File: src/dmwbc_pkg.sv
`timescale 1ns / 1ps
// ----------------------------------------------------------------------------
// dmwbc_pkg
// Shared types, constants and codes of the direct-mapped write-back cache.
// ----------------------------------------------------------------------------
package dmwbc_pkg;

    localparam int WORD_BYTES_DEF   = 4;
    localparam int BLOCK_BYTES_DEF  = 64;
    localparam int LINES_DEF        = 256;
    localparam int MEMORY_BYTES_DEF = 65536;

    localparam int FUNC_W = 2;
    localparam int ADDR_W = 16;
    localparam int DATA_W = 32;
    localparam int LAT_W  = 16;
    localparam int TIME_W = 32;
    localparam int CFG_IDX_W = 2;

    typedef enum logic [FUNC_W-1:0] {
        FUNC_READ  = 2'd0,
        FUNC_WRITE = 2'd1,
        FUNC_CLEAR = 2'd2,
        FUNC_NONE  = 2'd3
    } t_func;

    localparam logic [CFG_IDX_W-1:0] CFG_MEM_RD   = 2'd0;
    localparam logic [CFG_IDX_W-1:0] CFG_MEM_WR   = 2'd1;
    localparam logic [CFG_IDX_W-1:0] CFG_CACHE_RD = 2'd2;
    localparam logic [CFG_IDX_W-1:0] CFG_CACHE_WR = 2'd3;

    // Which latency register to add to the time total.
    typedef enum logic [2:0] {
        ADD_NONE     = 3'd0,
        ADD_MEM_RD   = 3'd1,
        ADD_MEM_WR   = 3'd2,
        ADD_CACHE_RD = 3'd3,
        ADD_CACHE_WR = 3'd4
    } t_add_sel;

    // Controller -> datapath commands.
    typedef struct packed {
        logic       latch;       // capture the input item
        logic       tag_wr;      // write tag/valid/dirty of current line
        logic       new_valid;
        logic       new_dirty;
        logic       new_tag;     // 1: tag from request, 0: keep
        logic       clr_cnt;     // clear the word counter
        logic       inc_cnt;     // advance the word counter
        logic       line_rd_cnt; // read line word at counter
        logic       line_rd_req; // read line word at request offset
        logic       line_wr_fill;// write fill word at counter - 1
        logic       line_wr_req; // write request word at request offset
        logic       mem_rd_cnt;  // read backing word of new block at counter
        logic       mem_wr_vic;  // write victim word at counter - 1
        logic       clr_sweep;   // write zero at sweep address
        t_add_sel   add_sel;
        logic       time_clr;
        logic       set_hit;
        logic       set_wb;
        logic       set_err;
        logic       set_rdata;   // take line read data as result
        logic       clr_flags;
        logic       out_load;    // present result
    } t_cmd;

    // Datapath -> controller status.
    typedef struct packed {
        t_func func;
        logic  addr_err;
        logic  hit;
        logic  victim_dirty;
        logic  cnt_last;     // counter at final word
        logic  cnt_done;     // counter past final word
        logic  sweep_last;
    } t_stat;

endpackage

File: src/dmwbc_ctrl.sv
`timescale 1ns / 1ps
// ----------------------------------------------------------------------------
// dmwbc_ctrl
// Sequencer: clear sweep, lookup, write-back, fill, access and result.
// ----------------------------------------------------------------------------
module dmwbc_ctrl (
    input  logic             i_clk,
    input  logic             i_rst_n,
    input  logic             i_in_valid,
    output logic             o_in_ready,
    output logic             o_out_valid,
    input  logic             i_out_ready,
    output dmwbc_pkg::t_cmd  o_cmd,
    input  dmwbc_pkg::t_stat i_stat
);
    import dmwbc_pkg::*;

    typedef enum logic [8:0] {
        S_CLEAR  = 9'b000000001,
        S_IDLE   = 9'b000000010,
        S_LOOKUP = 9'b000000100,
        S_WB     = 9'b000001000,
        S_FILL   = 9'b000010000,
        S_ACCESS = 9'b000100000,
        S_RDWAIT = 9'b001000000,
        S_DONE   = 9'b010000000,
        S_OUT    = 9'b100000000
    } t_state;

    t_state r_state, n_state;

    // First cycle of a write-back or fill has no read data yet.
    logic first_wb, first_fill;
    logic r_prev_wb, r_prev_fill;

    always_ff @(posedge i_clk) begin
        if (!i_rst_n) r_state <= S_CLEAR;
        else          r_state <= n_state;
    end

    assign o_in_ready  = (r_state == S_IDLE);
    assign o_out_valid = (r_state == S_OUT);

    always_comb begin
        o_cmd   = '0;
        o_cmd.add_sel = ADD_NONE;
        n_state = r_state;
        case (r_state)
            S_CLEAR: begin
                o_cmd.clr_sweep = 1'b1;
                if (i_stat.sweep_last) n_state = S_IDLE;
            end
            S_IDLE: begin
                if (i_in_valid) begin
                    o_cmd.latch     = 1'b1;
                    o_cmd.clr_flags = 1'b1;
                    n_state         = S_LOOKUP;
                end
            end
            S_LOOKUP: begin
                o_cmd.clr_cnt = 1'b1;
                if (i_stat.func == FUNC_CLEAR) begin
                    o_cmd.time_clr = 1'b1;
                    n_state = S_DONE;
                end else if (i_stat.func == FUNC_NONE) begin
                    n_state = S_DONE;
                end else if (i_stat.addr_err) begin
                    o_cmd.set_err = 1'b1;
                    n_state = S_DONE;
                end else if (i_stat.hit) begin
                    o_cmd.set_hit     = 1'b1;
                    o_cmd.line_rd_req = 1'b1;
                    n_state = S_ACCESS;
                end else begin
                    o_cmd.add_sel     = ADD_MEM_RD;
                    o_cmd.line_rd_cnt = 1'b1;
                    n_state = i_stat.victim_dirty ? S_WB : S_FILL;
                end
            end
            S_WB: begin
                // Line word at counter-1 is on the read port; store it.
                o_cmd.inc_cnt     = 1'b1;
                o_cmd.line_rd_cnt = 1'b1;
                if (i_stat.cnt_last) begin
                    o_cmd.add_sel = ADD_MEM_WR;
                    o_cmd.set_wb  = 1'b1;
                end
                if (!i_stat.cnt_done) begin
                    o_cmd.mem_wr_vic = (r_state == S_WB) && (i_stat.cnt_done == 1'b0)
                                       && !first_wb;
                end
                if (i_stat.cnt_done) begin
                    o_cmd.inc_cnt    = 1'b0;
                    o_cmd.mem_wr_vic = 1'b1;
                    o_cmd.clr_cnt    = 1'b1;
                    o_cmd.set_wb     = 1'b0;
                    n_state = S_FILL;
                end
            end
            S_FILL: begin
                o_cmd.mem_rd_cnt = 1'b1;
                o_cmd.inc_cnt    = 1'b1;
                o_cmd.line_wr_fill = !first_fill;
                if (i_stat.cnt_done) begin
                    o_cmd.inc_cnt = 1'b0;
                    o_cmd.tag_wr    = 1'b1;
                    o_cmd.new_valid = 1'b1;
                    o_cmd.new_dirty = 1'b0;
                    o_cmd.new_tag   = 1'b1;
                    n_state = S_ACCESS;
                end
            end
            S_ACCESS: begin
                if (i_stat.func == FUNC_READ) begin
                    o_cmd.line_rd_req = 1'b1;
                    o_cmd.add_sel     = ADD_CACHE_RD;
                    n_state = S_RDWAIT;
                end else begin
                    o_cmd.line_wr_req = 1'b1;
                    o_cmd.add_sel     = ADD_CACHE_WR;
                    o_cmd.tag_wr      = 1'b1;
                    o_cmd.new_valid   = 1'b1;
                    o_cmd.new_dirty   = 1'b1;
                    o_cmd.new_tag     = 1'b1;
                    n_state = S_DONE;
                end
            end
            S_RDWAIT: begin
                o_cmd.set_rdata = 1'b1;
                n_state = S_DONE;
            end
            S_DONE: begin
                o_cmd.out_load = 1'b1;
                n_state = S_OUT;
            end
            S_OUT: begin
                if (i_out_ready) n_state = S_IDLE;
            end
            default: n_state = S_IDLE;
        endcase
    end

    always_ff @(posedge i_clk) begin
        if (!i_rst_n) begin
            r_prev_wb <= 1'b0; r_prev_fill <= 1'b0;
        end else begin
            r_prev_wb   <= (r_state == S_WB);
            r_prev_fill <= (r_state == S_FILL);
        end
    end
    assign first_wb   = !r_prev_wb;
    assign first_fill = !r_prev_fill;

    a_ready_idle: assert property (@(posedge i_clk) disable iff (!i_rst_n)
        o_in_ready |-> !o_out_valid) else $error("ready while result pending");
    a_accept_lookup: assert property (@(posedge i_clk) disable iff (!i_rst_n)
        (o_in_ready && i_in_valid) |=> (r_state == S_LOOKUP))
        else $error("accepted item not looked up");
    a_out_hold: assert property (@(posedge i_clk) disable iff (!i_rst_n)
        (o_out_valid && !i_out_ready) |=> o_out_valid)
        else $error("result withdrawn");
endmodule

File: config.mk
export PLATFORM = sky130hd
export DESIGN_NAME = dmwbc_ctrl
export DESIGN_NICKNAME = d
export VERILOG_FILES = /design/src/dmwbc_pkg.sv /design/src/dmwbc_ctrl.sv
export SDC_FILE = /design/constraint.sdc
export NUM_CORES = 1
export LEC_CHECK = 0
export BUFFER_PORTS_ARGS = -buffer_cell sky130_fd_sc_hd__buf_2
export CAP_MARGIN = 10
export CORE_MARGIN = 5
export CORE_UTILIZATION = 49
export DETAILED_ROUTE_END_ITERATION = 6
export PLACE_DENSITY = 0.82
export SYNTH_ARGS = -nofsm -noshare
export SYNTH_HDL_FRONTEND = slang
export SYNTH_SLANG_ARGS = --single-unit
File: constraint.sdc
create_clock -name i_clk -period 5.5 [get_ports i_clk]
set_input_delay 1.375 -clock i_clk [delete_from_list [all_inputs] [get_ports i_clk]]
set_output_delay 1.375 -clock i_clk [all_outputs]
set_load 0.01 [all_outputs]
==> impl_metrics.env <==
export IMPL_num_vias=991
export IMPL_remaining_drc_errors=0
export IMPL_drt_iter0_drc=34
export IMPL_peakVddDrop_mv=0.108
export IMPL_synth_edf_count=0
export IMPL_dp_cells=157
export IMPL_p_int_mw=0.121
export IMPL_postSynthAreaPerCell_um2=7.55
export IMPL_worstSetupStartpoint="r_state[3]"
export IMPL_instances_no_fill=161
export IMPL_yosysWarningCount=0
export IMPL_min_period_ps=3780
export IMPL_core_area_um2=1690
export IMPL_r2r_start="r_state[3]"
export IMPL_cts_hold_buf=0
export IMPL_seqPwrFrac=0.500
export IMPL_synth_area_leader_cell="dfxtp_1"
export IMPL_yosys_top_cells_count="nor2_1, dfxtp_1, nor3_1, nand2_1"
export IMPL_yosysUniqueCellTypes=39
export IMPL_clk_pin_slew_worst_paths_ps=70
export IMPL_grt_pass1_wl_um=3810
export IMPL_setup_tns_ps=0
export IMPL_power_mw=0.167
export IMPL_die_width_um=51.7
export IMPL_ys_seq_area_frac=0.258
export IMPL_ant_nets=0
export IMPL_root_buffer="clkbuf_4"
export IMPL_rr_worst_depth=4
export IMPL_hold_viol_final=0
export IMPL_synthTopCellsByArea="dfxtp_1, nor2_1, nor4b_1"
export IMPL_insertedDiodeCount=0
export IMPL_routabilityCongestion=0.883
export IMPL_arrival_ps=2400
export IMPL_routed_wl_um=2400
export IMPL_critPathCaptureType="output pin"
export IMPL_clk_path_buf_depth=2
export IMPL_cp_slowest_cell="or4_4"
export IMPL_pwr_share_clk=0.334
export IMPL_reg2reg_slack_ps=3360
export IMPL_critPathCapture="o_cmd[15]"
export IMPL_postCtsSetupRepairBufs=0
export IMPL_synthCells=113
export IMPL_dp_hpwl_um=1830
export IMPL_fmaxAchievable_mhz=265
export IMPL_min_path_type="flip-flop to flip-flop"
export IMPL_critPathLaunchType="flip-flop"
export IMPL_rsz0062_at_grt="no"
export IMPL_wire_per_inst_um=14.9
export IMPL_cts_sinks=11
export IMPL_nNetsFinal=157
export IMPL_crit_buf_inv=1
export IMPL_vias_per_cell=6.16
export IMPL_initial_core_util=0.505
export IMPL_worstPathRequired_ps=4120
export IMPL_p_leak_nw=0.541
export IMPL_r2r_end="r_state[5]"
export IMPL_placed_cell_area_um2=1000
export IMPL_syn_nets=125
export IMPL_wl_met2_um=1140
export IMPL_cp_top_family="simple AND/OR/NAND/NOR gates"
export IMPL_combPwrFrac=0.166
export IMPL_die_area_um2=2680
export IMPL_async_flop_share=0
export IMPL_slew_headroom=0.316
export IMPL_synthMostInstantiatedCell="nor2_1"
export IMPL_finish_instance_area_um2=1030
export IMPL_tightestPinTransition_ps=1010
export IMPL_switching_power_mw=0.0459
export IMPL_route_met3_wl_um=252
export IMPL_netlist_area_leader_share=0.258
export IMPL_worstSetupPathType="flip-flop to output pin"
export IMPL_finalSetupViolCount=0
export IMPL_cts_tree="yes"
export IMPL_critical_path_max_stage_delay_ps=590
export IMPL_max_cap_violations=0
export IMPL_num_rows=15
export IMPL_drt_pre_antenna_iters=4
export IMPL_maxSlewViolCount=0
export IMPL_status="finished clean"
export IMPL_overflow=0
export IMPL_yosys_register_bits=11
export IMPL_grtUsageTotal=0.186
export IMPL_finalCritPeriodShare=0.687
export IMPL_crit_path_max_fanout=11
export IMPL_p_sw_frac=0.275
export IMPL_boundaryPins=38
export IMPL_htreeDepth=1
export IMPL_synth_area_um2=853
export IMPL_power_density_nw_per_um2=162
export IMPL_cts_resized_gates=0
export IMPL_die_h_um=51.7
export IMPL_ys_flop_type="dfxtp_1"
export IMPL_fin_skew_ps=4.83
export IMPL_io_buffers=37
export IMPL_cts_buffers=3
export IMPL_wl_met1_um=968
export IMPL_clock_latency_ps=270
export IMPL_cp_cell_sequence="or4_4 -> nor3_1 -> nand3_1 -> nand2_1 -> buf_2"
export IMPL_areaGrowthSynthToFinish_pct=20.2
export IMPL_grt_pass1_vias=830
export IMPL_grt_max_degree=13
export IMPL_top_layer="met4"
export IMPL_antenna_found_initial=0
export IMPL_path_depth=5
export IMPL_layout_drive_gt1_share=0.299
## state kept, by name (all words and copies together), names as in the netlist
register,cells
r_state,9
r_prev_wb,1
r_prev_fill,1
## power by group through the flow
| stage | clock, mW | sequential, mW | combinational [mW] |
|---|---|---|---|
| floorplan | 0 | 0.0844 | 0.0167 |
| global placement | 0 | 0.0850 | 0.0266 |
| detailed placement | 0 | 0.0851 | 0.0270 |
| CTS | 0.0572 | 0.0832 | 0.0273 |
| global route | 0.0615 | 0.0836 | 0.0305 |
| finish | 0.0556 | 0.0833 | 0.0277 |
## stage by stage
step                utilization  worst slack, ps  hold WS (ps)
detailed placement        0.592             1790           691
global placement          0.592             1820           672
finish                    0.607             1720           707
CTS                       0.607             1780           699
floorplan                     -             2010           638
global route              0.607             1580           751
## layer usage
| layer | global-route usage | vias up |
|---|---|---|
| met5 | 0 | - |
| met4 | 0.0655 | 0 |
| met3 | 0.0430 | 6 |
| met2 | 0.309 | 68 |
| met1 | 0.234 | 444 |
| li1 | - | 473 |
## kinds of logic after synthesis
group,Yosys count,share of synthesized area
DFF,11,0.258
buffers and inverters,13,0.0836
xor gates and xnor gates,2,0.0205
AOI/OAI and AO/OA,16,0.136
and+or+nand+nor,71,0.501
## placed cells by master, fill, tap and decap left out, types with 2 or more instances in the layout
cell type  instances
buf_2             37
nor2_1            13
dfxtp_1           11
nor3_1             8
nand2_1            7
and2_1             5
nor4b_1            5
and4_1             4
nand2b_1           4
or3_1              3
nand3_1            3
inv_1              3
nand4_1            3
a21oi_1            3
clkbuf_4           3
nand3b_1           2
nor4_1             2
a21o_1             2
or4_1              2
or4_4              2
and3_1             2
and3b_1            2
nor2b_1            2
o21ai_0            2
o21a_1             2
## cell type report
class	instances	area, µm²
Clock buffer	4	26.3
Fill cell	175	663
Inverter	3	11.3
Multi-Input combinational cell	89	562
Sequential cell	11	220
Tap cell	17	21.3
Timing Repair Buffer	37	185
## how the worst min path moves through the flow
| stage | endpoint | slack [ps] | cells after the start | from |
|---|---|---|---|---|
| after floorplan | r_state[5] | 640 | 3 | r_state[4] |
| after global placement | r_state[5] | 670 | 2 | r_state[4] |
| after detailed placement | r_state[5] | 690 | 2 | r_state[4] |
| after CTS | r_state[5] | 700 | 2 | r_state[4] |
| after global routing | r_state[5] | 750 | 2 | r_state[4] |
| final | r_state[5] | 710 | 2 | r_state[4] |
## worst register-to-register path, cell delays in order (launching register included)
cell and delay, ps:
dfxtp_1 420, or4_4 590, nor3_1 590, nand3_1 270, a21oi_1 200
(Power assumes the default switching activity.)
